===== src/hw/rtl/touch_affine_calibrate_hysteresis_unit_macros.svh =====
// Assertion macros for the touch calibration unit.
`ifndef TOUCH_AFFINE_CALIBRATE_HYSTERESIS_UNIT_MACROS_SVH
`define TOUCH_AFFINE_CALIBRATE_HYSTERESIS_UNIT_MACROS_SVH
`ifndef SYNTH
`define TACH_ASSERT_IMP(name, clk, rst_n, ante, cons) \
    name: assert property (@(posedge clk) disable iff (!rst_n) (ante) |-> (cons)) \
        else $error("tach: same-cycle check failed");
`define TACH_ASSERT_NEXT(name, clk, rst_n, ante, cons) \
    name: assert property (@(posedge clk) disable iff (!rst_n) (ante) |=> (cons)) \
        else $error("tach: next-cycle check failed");
`else
`define TACH_ASSERT_IMP(name, clk, rst_n, ante, cons)
`define TACH_ASSERT_NEXT(name, clk, rst_n, ante, cons)
`endif
`endif


===== src/hw/rtl/tach_pkg.sv =====
// Shared types and constants for the touch calibration unit.
package tach_pkg;

    localparam int PEN_W      = 16;
    localparam int COEF_W     = 32;
    localparam int PROD_W     = 2 * COEF_W;
    localparam int SUM_W      = PROD_W + 2;
    localparam int QUO_W      = 33;
    localparam int SCALE_W    = 31;
    localparam int OUT_W      = 32;
    localparam int CFG_IDX_W  = 3;
    localparam int CFG_DATA_W = 32;
    localparam int NUM_AXES   = 2;
    localparam int DIV_STEPS  = QUO_W;
    localparam int CNT_W      = $clog2(DIV_STEPS);

    // Hysteresis: quarter-pixel units, slop of three quarters of a pixel.
    localparam int         QUARTERS  = 4;
    localparam int         HYST_SLOP = QUARTERS * 3 / 4;
    localparam logic [1:0] FRAC_MASK = 2'h3;

    typedef enum logic [CFG_IDX_W-1:0] {
        CFG_ENABLE,
        CFG_COEF_A,
        CFG_COEF_B,
        CFG_COEF_C,
        CFG_COEF_D,
        CFG_COEF_E,
        CFG_COEF_F,
        CFG_SCALE
    } cfg_index_t;

    typedef enum logic [1:0] {
        MUL_AX,
        MUL_BY,
        MUL_DX,
        MUL_EY
    } mul_op_t;

    typedef enum logic [2:0] {
        ST_IDLE,
        ST_MUL,
        ST_DRAIN,
        ST_DIV_INIT,
        ST_DIV,
        ST_SAT,
        ST_FINISH
    } state_t;

    typedef struct packed {
        logic    load;
        logic    mul_en;
        mul_op_t mul_op;
        logic    div_init;
        logic    div_step;
        logic    sat;
        logic    finish;
    } dp_cmd_t;

    typedef struct packed {
        logic transform_enable;
    } dp_status_t;

endpackage


===== src/hw/rtl/tach_ctrl.sv =====
// Controller: sequences capture, multiply, divide and commit of one sample.
module tach_ctrl (
    input  logic                 clk,
    input  logic                 rst_n,
    input  logic                 in_valid,
    output logic                 in_ready,
    output logic                 out_valid,
    input  logic                 out_ready,
    input  tach_pkg::dp_status_t status,
    output tach_pkg::dp_cmd_t    cmd
);

    localparam int CNT_W = tach_pkg::CNT_W;

    tach_pkg::state_t  state_reg, state_next;
    logic [CNT_W-1:0]  cnt_reg, cnt_next;
    logic              out_valid_reg, out_valid_next;
    logic              slot_free;

    // Output register may be refilled in the same cycle it drains.
    assign slot_free = !out_valid_reg || out_ready;
    assign out_valid = out_valid_reg;

    always_comb
    begin
        state_next = state_reg;
        cnt_next   = cnt_reg;
        case (state_reg)
            tach_pkg::ST_IDLE:
            begin
                cnt_next = '0;
                if (in_valid)
                    state_next = status.transform_enable ? tach_pkg::ST_MUL
                                                         : tach_pkg::ST_FINISH;
            end
            tach_pkg::ST_MUL:
            begin
                cnt_next = cnt_reg + CNT_W'(1);
                if (tach_pkg::mul_op_t'(cnt_reg[1:0]) == tach_pkg::MUL_EY)
                    state_next = tach_pkg::ST_DRAIN;
            end
            tach_pkg::ST_DRAIN:    state_next = tach_pkg::ST_DIV_INIT;
            tach_pkg::ST_DIV_INIT:
            begin
                cnt_next   = '0;
                state_next = tach_pkg::ST_DIV;
            end
            tach_pkg::ST_DIV:
            begin
                cnt_next = cnt_reg + CNT_W'(1);
                if (cnt_reg == CNT_W'(tach_pkg::DIV_STEPS - 1))
                    state_next = tach_pkg::ST_SAT;
            end
            tach_pkg::ST_SAT:      state_next = tach_pkg::ST_FINISH;
            tach_pkg::ST_FINISH:
            begin
                if (slot_free)
                    state_next = tach_pkg::ST_IDLE;
            end
            default:               state_next = tach_pkg::ST_IDLE;
        endcase
    end

    always_comb
    begin
        in_ready     = 1'b0;
        cmd          = '0;
        cmd.mul_op   = tach_pkg::mul_op_t'(cnt_reg[1:0]);
        case (state_reg)
            tach_pkg::ST_IDLE:
            begin
                in_ready = 1'b1;
                cmd.load = in_valid;
            end
            tach_pkg::ST_MUL:      cmd.mul_en   = 1'b1;
            tach_pkg::ST_DIV_INIT: cmd.div_init = 1'b1;
            tach_pkg::ST_DIV:      cmd.div_step = 1'b1;
            tach_pkg::ST_SAT:      cmd.sat      = 1'b1;
            tach_pkg::ST_FINISH:   cmd.finish   = slot_free;
            default: ;
        endcase
    end

    always_comb
    begin
        if (cmd.finish)
            out_valid_next = 1'b1;
        else if (out_ready)
            out_valid_next = 1'b0;
        else
            out_valid_next = out_valid_reg;
    end

    always_ff @(posedge clk or negedge rst_n)
    begin
        if (!rst_n)
        begin
            state_reg     <= tach_pkg::ST_IDLE;
            cnt_reg       <= '0;
            out_valid_reg <= 1'b0;
        end
        else
        begin
            state_reg     <= state_next;
            cnt_reg       <= cnt_next;
            out_valid_reg <= out_valid_next;
        end
    end

endmodule


===== config.mk =====
export PLATFORM = sky130hd
export DESIGN_NAME = tach_ctrl
export DESIGN_NICKNAME = d
export VERILOG_FILES = /design/src/hw/rtl/touch_affine_calibrate_hysteresis_unit_macros.svh /design/src/hw/rtl/tach_pkg.sv /design/src/hw/rtl/tach_ctrl.sv
export SDC_FILE = /design/constraint.sdc
export NUM_CORES = 1
export LEC_CHECK = 0
export ABC_AREA = 1
export BUFFER_PORTS_ARGS = -buffer_cell sky130_fd_sc_hd__buf_2
export CORE_MARGIN = 1
export CORE_UTILIZATION = 50
export DETAILED_ROUTE_END_ITERATION = 12
export HOLD_SLACK_MARGIN = 0.03
export PLACE_DENSITY = 0.82
export SETUP_SLACK_MARGIN = 0.5
export SLEW_MARGIN = 20
export SYNTH_ARGS = -nofsm -noshare
export SYNTH_HDL_FRONTEND = slang
export SYNTH_SLANG_ARGS = --single-unit
export TNS_END_PERCENT = 5

===== constraint.sdc =====
create_clock -name clk -period 1.4 [get_ports clk]
set_input_delay 0.14 -clock clk [delete_from_list [all_inputs] [get_ports clk]]
set_output_delay 0.14 -clock clk [all_outputs]
set_load 0.03 [all_outputs]

==> results of run 1 <==
[where the power goes]
part | switching, mW | internal (mW)
combinational | 0.873 | 0.550
clock | 0.105 | 0.158
sequential | 0.150 | 0.392
[worst paths after layout]
check / start / endpoint
min: out_ready / out_valid
max: state_reg[1] / cmd[7]
max in group asynchronous: rst_n / state_reg[2]
min reg2reg: cnt_reg[5] / cnt_reg[5]
min in group asynchronous: rst_n / cnt_reg[4]
max reg2reg: cnt_reg[0] / state_reg[0]
[per-layer routing]
layer	routed length (microns)	GRT usage	vias up
met1	761	0.3105	339
met4	36	0.06034	0
li1	-	-	322
met2	956	0.4407	57
met5	0	0	-
met3	160	0.1047	10
[area by class of cell]
class                           instances  area [sq um]
Clock buffer                            4         36.28
Timing Repair Buffer                   19         161.4
Multi-Input combinational cell         60         390.4
Inverter                               20         80.08
Tap cell                               14         17.52
Fill cell                              77         227.7
Sequential cell                        10         257.7
[through the flow]
step	util	power (mW)	hold slack (ps)	setup slack (ps)
finish	0.8056	2.229	140.7	25.36
global route	0.8056	2.350	175.9	-21.07
CTS	0.7297	1.943	142.4	36.73
detailed placement	0.6368	1.503	11.72	131.5
global placement	0.6368	1.467	8.676	140.6
floorplan	-	1.291	-155.6	294.3
[kinds of logic after synthesis]
logic type,after synthesis,share of synthesized area
AO/OA/AOI/OAI,8,0.08334
buffers and inverters,23,0.1477
XOR/XNOR,4,0.05304
flip-flops,10,0.3788
adder cells (fa/ha/maj),2,0.03787
AND/OR/NAND/NOR,46,0.2993
[synthesized netlist by cell type (all sizes together)]
master and instances:
nand2 21, nor2 10, ha 2, a21oi 2, inv 20, nand3 14
buf 3, nand4 1, dfrtp 10, xnor2 1, xor2 3, o21ai 6
[critical path, stage by stage (launching register included)]
cell	delay, ps
dfrtp_2	460
nor2_4	190
nand2_2	90
nor2_2	90
buf_6	130
[repair_timing]
item                       4_1_cts  5_1_grt
pin swaps                        1       10
setup endpoints to repair       19       19
hold buffers                     1        0
gates resized for setup         12       30
setup buffers                    4        0
hold endpoints to repair        10        0
==> impl_metrics.json, run 1 <==
{
  "num_rows": 12,
  "antenna_found_initial": 0,
  "hold_viol_final": 0,
  "p_per_area_nw_per_um2": 2362,
  "reg2regPathDepth": 8,
  "tightestPinTransition_ps": 348.8,
  "setup_tns_ps": 0,
  "clk_latency_ps": 270,
  "pin_count": 15,
  "grt_max_degree": 11,
  "grt_overflow": 0,
  "grt_pass1_wl_microns": 2635,
  "ant_nets": 0,
  "yosysUniqueCellTypes": 15,
  "yosysSeqAreaShare": 0.3788,
  "synth.area.top_cells": "dfrtp_1, nand2_1, inv_1, nand3_1, nor2_1",
  "status": "finished clean",
  "wl_per_cell_microns": 15.08,
  "finalCriticalPeriod_ps": 1375,
  "cts_max_level": 1,
  "via_per_inst": 5.732,
  "drv_slew": 0,
  "cap_viol_max_count": 0,
  "track_usage": 0.2619,
  "final_cell_area_sq_um": 943.4,
  "worstSetupStartpointType": "register",
  "slew_headroom": 0.7666,
  "clock_path_buffers": 2,
  "layout_worst_path_cycle_share": 0.9819,
  "endpoint_kind": "output pin",
  "nNetsFinal": 121,
  "arrival_ps": 1230,
  "finalNonFillerCells": 127,
  "crit_type": "register to output pin",
  "syn-num-nets": 100,
  "clk_pin_slew_ps": 70,
  "place_congestion": 0.8221,
  "rsz0062_at_grt": "yes",
  "die_w_microns": 38.35,
  "wl_microns": 1915,
  "route.detailed.drc": 0,
  "cts_tree": "yes",
  "post_synth.cell_area_avg_sq_um": 7.104,
  "drt_iter0_drc": 47,
  "skew_ps": 5.338,
  "grt_pass1_vias": 618,
  "initial_core_util": 0.5641,
  "cts.sinks": 10,
  "dpl_cell_area_sq_um": 745.7,
  "placedCellCount": 118,
  "die_area_sq_um": 1471,
  "synth_seq_cells": 10,
  "synth_top_area_cell": "dfrtp_1",
  "syn2layout_area_growth_pct": 42.80,
  "post-synth-top-area-fraction": 0.3788,
  "path_max_fanout": 5,
  "hpwl_microns": 1110,
  "drive_gt1_frac": 0.4602,
  "largest_reg_flops": 6,
  "layout_commonest_cell": "nand2_1",
  "core_region_area_sq_um": 1171,
  "ff2ff_setup_slack_ps": 90,
  "firstDrtPassIters": 4,
  "fp.dieH_microns": 38.35,
  "fmax_mhz": 727.5,
  "min_path_type": "input pin to register",
  "cts_buffers": 3,
  "peakVddDrop_mv": 1.373,
  "setup-violations-final": 0,
  "crit_required_ps": 1260,
  "synth.cell_area_sq_um": 660.6,
  "dr_total_vias": 728,
  "mostFrequentLayoutCells": "nand2_1, inv_1, nand3_1",
  "p_leak_nw": 0.4933,
  "diodes": 0,
  "cts_root_buf": "clkbuf_4",
  "syn_inst": 93,
  "yosys_warnings": 0,
  "holdPathStages": 4,
  "portBuffers": 14
}
(Power assumes the default switching activity.)
==> run 2: changes to the inputs <==
--- a/config.mk
+++ b/config.mk
@@ -11,2 +11,3 @@
 export CORE_UTILIZATION = 50
+export CTS_BUF_LIST = sky130_fd_sc_hd__clkbuf_8
 export DETAILED_ROUTE_END_ITERATION = 12
--- a/constraint.sdc
+++ b/constraint.sdc
@@ -3,2 +3,2 @@
 set_output_delay 0.14 -clock clk [all_outputs]
-set_load 0.03 [all_outputs]
+set_load 0.05 [all_outputs]
==> run 2 against run 1 <==
Fmax decreased by 0.80%. Sequential power decreased by 2%. Wire length increased by 6.8%. Sequential share of layout area decreased by 1.4 points. Worst setup slack got worse by 11 ps. Critical path depth increased by 3. Combinational power increased by 20%. Clock power increased by 40%. Count of clock-buffer cells in the layout unchanged. Flip-flop and latch count unchanged. Die area unchanged. First-iteration DRC count decreased by 30%.
==> impl_metrics.json, run 2 (synthesis results as in run 1) <==
{
  "grt_pass1_vias": 602,
  "ff2ff_setup_slack_ps": 10,
  "portBuffers": 14,
  "cts_tree": "yes",
  "worst_slack_ps": 14.34,
  "num_rows": 12,
  "clk_latency_ps": 240,
  "cts.sinks": 10,
  "dpl_cell_area_sq_um": 765.7,
  "status": "finished clean",
  "slew_headroom": 0.8207,
  "via_per_inst": 5.386,
  "grt_pass1_wl_microns": 2684,
  "layout_worst_path_cycle_share": 0.9898,
  "final_cell_area_sq_um": 984.7,
  "ant_nets": 0,
  "wl_per_cell_microns": 15.50,
  "setup-violations-final": 0,
  "crit_top_cell": "nor2_1",
  "setup_tns_ps": 0,
  "pre_cts_ws_ps": 153.5,
  "die_area_sq_um": 1471,
  "initial_core_util": 0.5641,
  "mostFrequentLayoutCells": "nand2_1, inv_1, nand3_1",
  "drive_gt1_frac": 0.4322,
  "crit_slowest_cell": "dfrtp_2",
  "cts_root_buf": "clkbuf_8",
  "peakVddDrop_mv": 1.286,
  "firstDrtPassIters": 4,
  "largest_reg_flops": 6,
  "crit_required_ps": 1530,
  "intPower_mw": 1.246,
  "layout_commonest_cell": "nand2_1",
  "track_usage": 0.2869,
  "arrival_ps": 1510,
  "antenna_found_initial": 0,
  "worstSetupStartpointType": "register",
  "p_per_area_nw_per_um2": 2635,
  "p_clk_frac": 0.142,
  "rsz0062_at_grt": "yes",
  "power.switching_mw": 1.349,
  "pin_count": 15,
  "wl_microns": 2046,
  "cts_buffers": 3,
  "p_leak_nw": 0.5136,
  "hpwl_microns": 1031,
  "nNetsFinal": 126,
  "drt_iter0_drc": 33,
  "skew_ps": 1.276,
  "min_path_type": "input pin to register",
  "tightestPinTransition_ps": 268.0,
  "drv_slew": 0,
  "route.detailed.drc": 0,
  "die_w_microns": 38.35,
  "grt_overflow": 0,
  "placedCellCount": 118,
  "diodes": 0,
  "grt_max_degree": 11,
  "clock_path_buffers": 2,
  "fmax_mhz": 721.7,
  "cap_viol_max_count": 0,
  "finalNonFillerCells": 132,
  "path_max_fanout": 4,
  "hold_viol_final": 0,
  "place_congestion": 0.7520,
  "power_frac_seq": 0.205,
  "crit_type": "register to register",
  "pwr-share-comb": 0.654,
  "post-route-util": 0.8408,
  "clk_pin_slew_ps": 50,
  "dr_total_vias": 711,
  "endpoint_kind": "register",
  "switching_share": 0.5199,
  "cts_max_level": 1,
  "finalCriticalPeriod_ps": 1386,
  "core_region_area_sq_um": 1171,
  "fp.dieH_microns": 38.35,
  "syn2layout_area_growth_pct": 49.05,
  "cp_slowest_stage_delay_ps": 450,
  "cp_cell_sequence": "nor2_4 > nand2_4 > buf_4 > nor2_1 > nor2_1 > nand3_1 > nand2_1"
}
==> run 2: cell types whose count changed in the layout (fill, tap and decap cells not counted), sizes merged <==
cell,delta
clkbuf,-1
inv,-2
buf,+6
clkinvlp,+2
==> run 2: area by class of cell <==
cell class / count / area [sq um]
multi-input combinational: 60 / 375.4
timing repair buffer: 24 / 191.4
clock buffer: 4 / 55.05
sequential: 10 / 255.2
inverter: 20 / 90.09
fill: 65 / 186.4
tap: 14 / 17.52
==> run 2: final timing paths <==
path                              startpoint            to  cells after the start
worst min register to register    cnt_reg[5]    cnt_reg[5]                      2
min in group asynchronous              rst_n    cnt_reg[2]                      2
worst min-delay path               out_ready     out_valid                      4
worst max-delay path            state_reg[1]  state_reg[0]                      7
worst max register to register  state_reg[1]  state_reg[0]                      7
max in group asynchronous              rst_n  state_reg[2]                      2
==> run 2: power groups by stage <==
stage | combinational [mW] | sequential (mW) | clock, mW
global placement | 1.18 | 0.505 | 0
floorplan | 0.993 | 0.528 | 0
CTS | 1.46 | 0.515 | 0.370
detailed placement | 1.21 | 0.512 | 0
finish | 1.70 | 0.531 | 0.367
global route | 1.80 | 0.540 | 0.387
==> run 2: worst max-delay path, delay by kind of cell (launching register included) <==
family	cells	cell delay, ps
AND/OR/NAND/NOR	6	670
buffers and inverters	1	150
flip-flops	1	450
==> run 2: layer usage <==
| layer | part of all wire | track usage | vias to the layer above |
|---|---|---|---|
| li1 | - | - | 334 |
| met1 | 0.40 | 0.3418 | 340 |
| met2 | 0.52 | 0.4576 | 35 |
| met3 | 0.069 | 0.09302 | 2 |
| met4 | 0.0059 | 0.1466 | 0 |
| met5 | 0 | 0 | - |
==> run 2: what timing repair did <==
| item | CTS | global route |
|---|---|---|
| pin swaps | 3 | 4 |
| endpoints found under the setup margin | 19 | 19 |
| hold endpoints to repair | 10 | 0 |
| buffers inserted | 5 | 4 |
| hold buffers | 1 | 0 |
| resized for setup | 15 | 12 |
==> run 2: per-stage QoR <==
| stage | hold slack (ps) | total power [mW] |
|---|---|---|
| 6_report | 187.7 | 2.595 |
| 3_5_place_dp | 11.31 | 1.721 |
| 2_1_floorplan | -155.6 | 1.521 |
| 3_3_place_gp | 9.407 | 1.684 |
| 5_1_grt | 214.6 | 2.728 |
| 4_1_cts | 163.6 | 2.346 |
==> run 3: changes to the inputs <==
CORE_UTILIZATION = 49   (was 50)
PLACE_DENSITY = 0.83   (was 0.82)
clock period = 1.1 ns   (was 1.4 ns; I/O delays follow)
==> run 3 against run 2 <==
The run now ends with negative setup slack left. Sequential power rose by 20%. Cell count rose by 6.1%. Utilization rose by 7.5 points. Via count rose by 14%. Global-route usage rose by 4.2 points. Final area rose by 10%. Clock skew barely moved. Worst setup slack got worse by 330 ps. Clock power rose by 33%. Wire length rose by 28%. Largest cell class unchanged.
==> impl_metrics.json, run 3 (synthesis results as in run 1) <==
{
  "pwr-share-comb": 0.695,
  "switching_share": 0.5093,
  "largest_reg_flops": 6,
  "rr_startpoint": "state_reg[0]",
  "cts.sinks": 10,
  "skew_ps": 1.031,
  "grt_util_met3": 0.07514,
  "grt.met2_usage": 0.5458,
  "grt_pass1_vias": 731,
  "fmax_mhz": 708.5,
  "path_max_fanout": 4,
  "ant_nets": 0,
  "holdPathStages": 4,
  "via_per_inst": 5.771,
  "layout_commonest_cell": "nand2_1",
  "grt-busiest-layer": "met2",
  "ff2ff_setup_slack_ps": -250,
  "cp_slowest_stage_delay_ps": 450,
  "crit_family": "flip-flops",
  "drive_gt1_frac": 0.4841,
  "syn2layout_area_growth_pct": 64.39,
  "worstSetupStartpointType": "register",
  "crit_top_cell": "nor2_4",
  "core_region_area_sq_um": 1186,
  "fp.dieH_microns": 38.72,
  "initial_core_util": 0.5570,
  "grt_max_degree": 11,
  "r2r-end": "state_reg[1]",
  "diodes": 0,
  "cts_tree": "yes",
  "place_congestion": 0.8509,
  "arrival_ps": 1300,
  "grt_overflow": 0,
  "finalNonFillerCells": 140,
  "finalCriticalPeriod_ps": 1411,
  "setup-violations-final": 17,
  "power.switching_mw": 1.886,
  "peakVddDrop_mv": 1.954,
  "portBuffers": 14,
  "cts_root_buf": "clkbuf_8",
  "clk_pin_slew_ps": 50,
  "intPower_mw": 1.817,
  "nNetsFinal": 134,
  "worstHoldStart": "out_ready",
  "drt_iter0_drc": 79,
  "fillers": 45,
  "grt_util_met1": 0.3885,
  "whs_endpoint": "out_valid",
  "cap_viol_max_count": 0,
  "firstDrtPassIters": 4,
  "mostFrequentLayoutCells": "nand2_1, buf_4, inv_1",
  "cts_buffers": 3,
  "worst_slack_ps": -311.4,
  "hpwl_microns": 1250,
  "dr_total_vias": 808,
  "antenna_found_initial": 0,
  "p_per_area_nw_per_um2": 3409,
  "crit_type": "register to output pin",
  "die_area_sq_um": 1499,
  "rsz0062_at_grt": "yes",
  "slew_headroom": 0.8408,
  "path_buf_inv": 1,
  "drv_slew": 0,
  "p_clk_frac": 0.132,
  "violations": "negative setup slack",
  "cp_cell_sequence": "nor2_4 > nand2_4 > nor2_4 > buf_8",
  "wl_per_cell_microns": 18.71,
  "status": "finished with violations",
  "clk_latency_ps": 250,
  "whs_ps": 167.1,
  "min_path_type": "input pin to register",
  "hold_viol_final": 0,
  "placedCellCount": 132,
  "wl_microns": 2620,
  "crit_slowest_cell": "dfrtp_2",
  "track_usage": 0.3289,
  "route.detailed.drc": 0,
  "die_w_microns": 38.72,
  "layout_worst_path_cycle_share": 1.283,
  "cts_max_level": 1,
  "tightestPinTransition_ps": 238.0,
  "endpoint_kind": "output pin",
  "pin_count": 15,
  "grt_pass1_wl_microns": 3201,
  "p_leak_nw": 0.5667,
  "clock_path_buffers": 2,
  "num_rows": 12,
  "reg2regPathDepth": 6,
  "crit_required_ps": 990,
  "power_frac_seq": 0.173
}
-- run 3: changes by cell type in the layout (fill, tap and decap cells not counted), sizes merged --
cell / previous run / this run
buf: 23 / 31
-- run 3: worst max-delay path by stage --
stage | startpoint | endpoint | cells after the start
floorplan | out_valid | state_reg[0] | 7
global placement | state_reg[1] | cmd[7] | 4
detailed placement | state_reg[1] | state_reg[1] | 6
CTS | state_reg[0] | cmd[7] | 4
global route | state_reg[0] | cmd[0] | 4
finish | state_reg[1] | cmd[7] | 4
-- run 3: repair_timing --
item                       CTS  global route
hold endpoints to repair    10             0
pin swaps                    3             4
setup endpoints to repair   20            20
setup buffers                0             3
cloned                       0             0
hold buffers                 1             0
gates resized for setup     26            15
-- run 3: per-layer routing --
metal  part of all wire  routed length (microns)
met1               0.39                     1018
met2               0.48                     1258
met3              0.090                      237
met4              0.040                      105
met5                  0                        0
-- run 3: worst register-to-register path, stage by stage, from the launching register on --
cell and delay (ps):
dfrtp_2 450, inv_1 130, nand3_1 140, nor2_1 250
nor2_2 90, nand3_1 100, nand2_1 70
-- run 3: power by group through the flow --
| stage | Combinational, mW | Sequential [mW] | Clock, mW |
|---|---|---|---|
| 5_1_grt | 2.70 | 0.644 | 0.512 |
| 4_1_cts | 2.14 | 0.624 | 0.497 |
| 3_5_place_dp | 1.90 | 0.612 | 0 |
| 2_1_floorplan | 1.24 | 0.672 | 0 |
| 3_3_place_gp | 1.83 | 0.606 | 0 |
| 6_report | 2.57 | 0.639 | 0.489 |
-- run 3: final cells by class --
class	instances	area, sq um	area share
clock buffers	4	55.05	0.05069
inverters	20	85.08	0.07834
multi-input cells	60	385.4	0.3548
flip-flops and latches	10	254.0	0.2339
well taps	14	17.52	0.01613
repair buffers	32	289.0	0.2661
-- run 3: stage by stage --
step	area, sq um	total power [mW]	setup TNS, ps	utilization	setup WS (ps)
final	1086	3.703	-3226	0.9156	-311.4
after global routing	1086	3.856	-3824	0.9156	-360.1
after CTS	1007	3.262	-1780	0.8492	-225.9
after detailed placement	865.8	2.509	-833.9	0.7300	-147.1
after global placement	865.8	2.440	-447.9	0.7300	-81.20
after floorplan	695.7	1.913	-146.7	-	-38.98
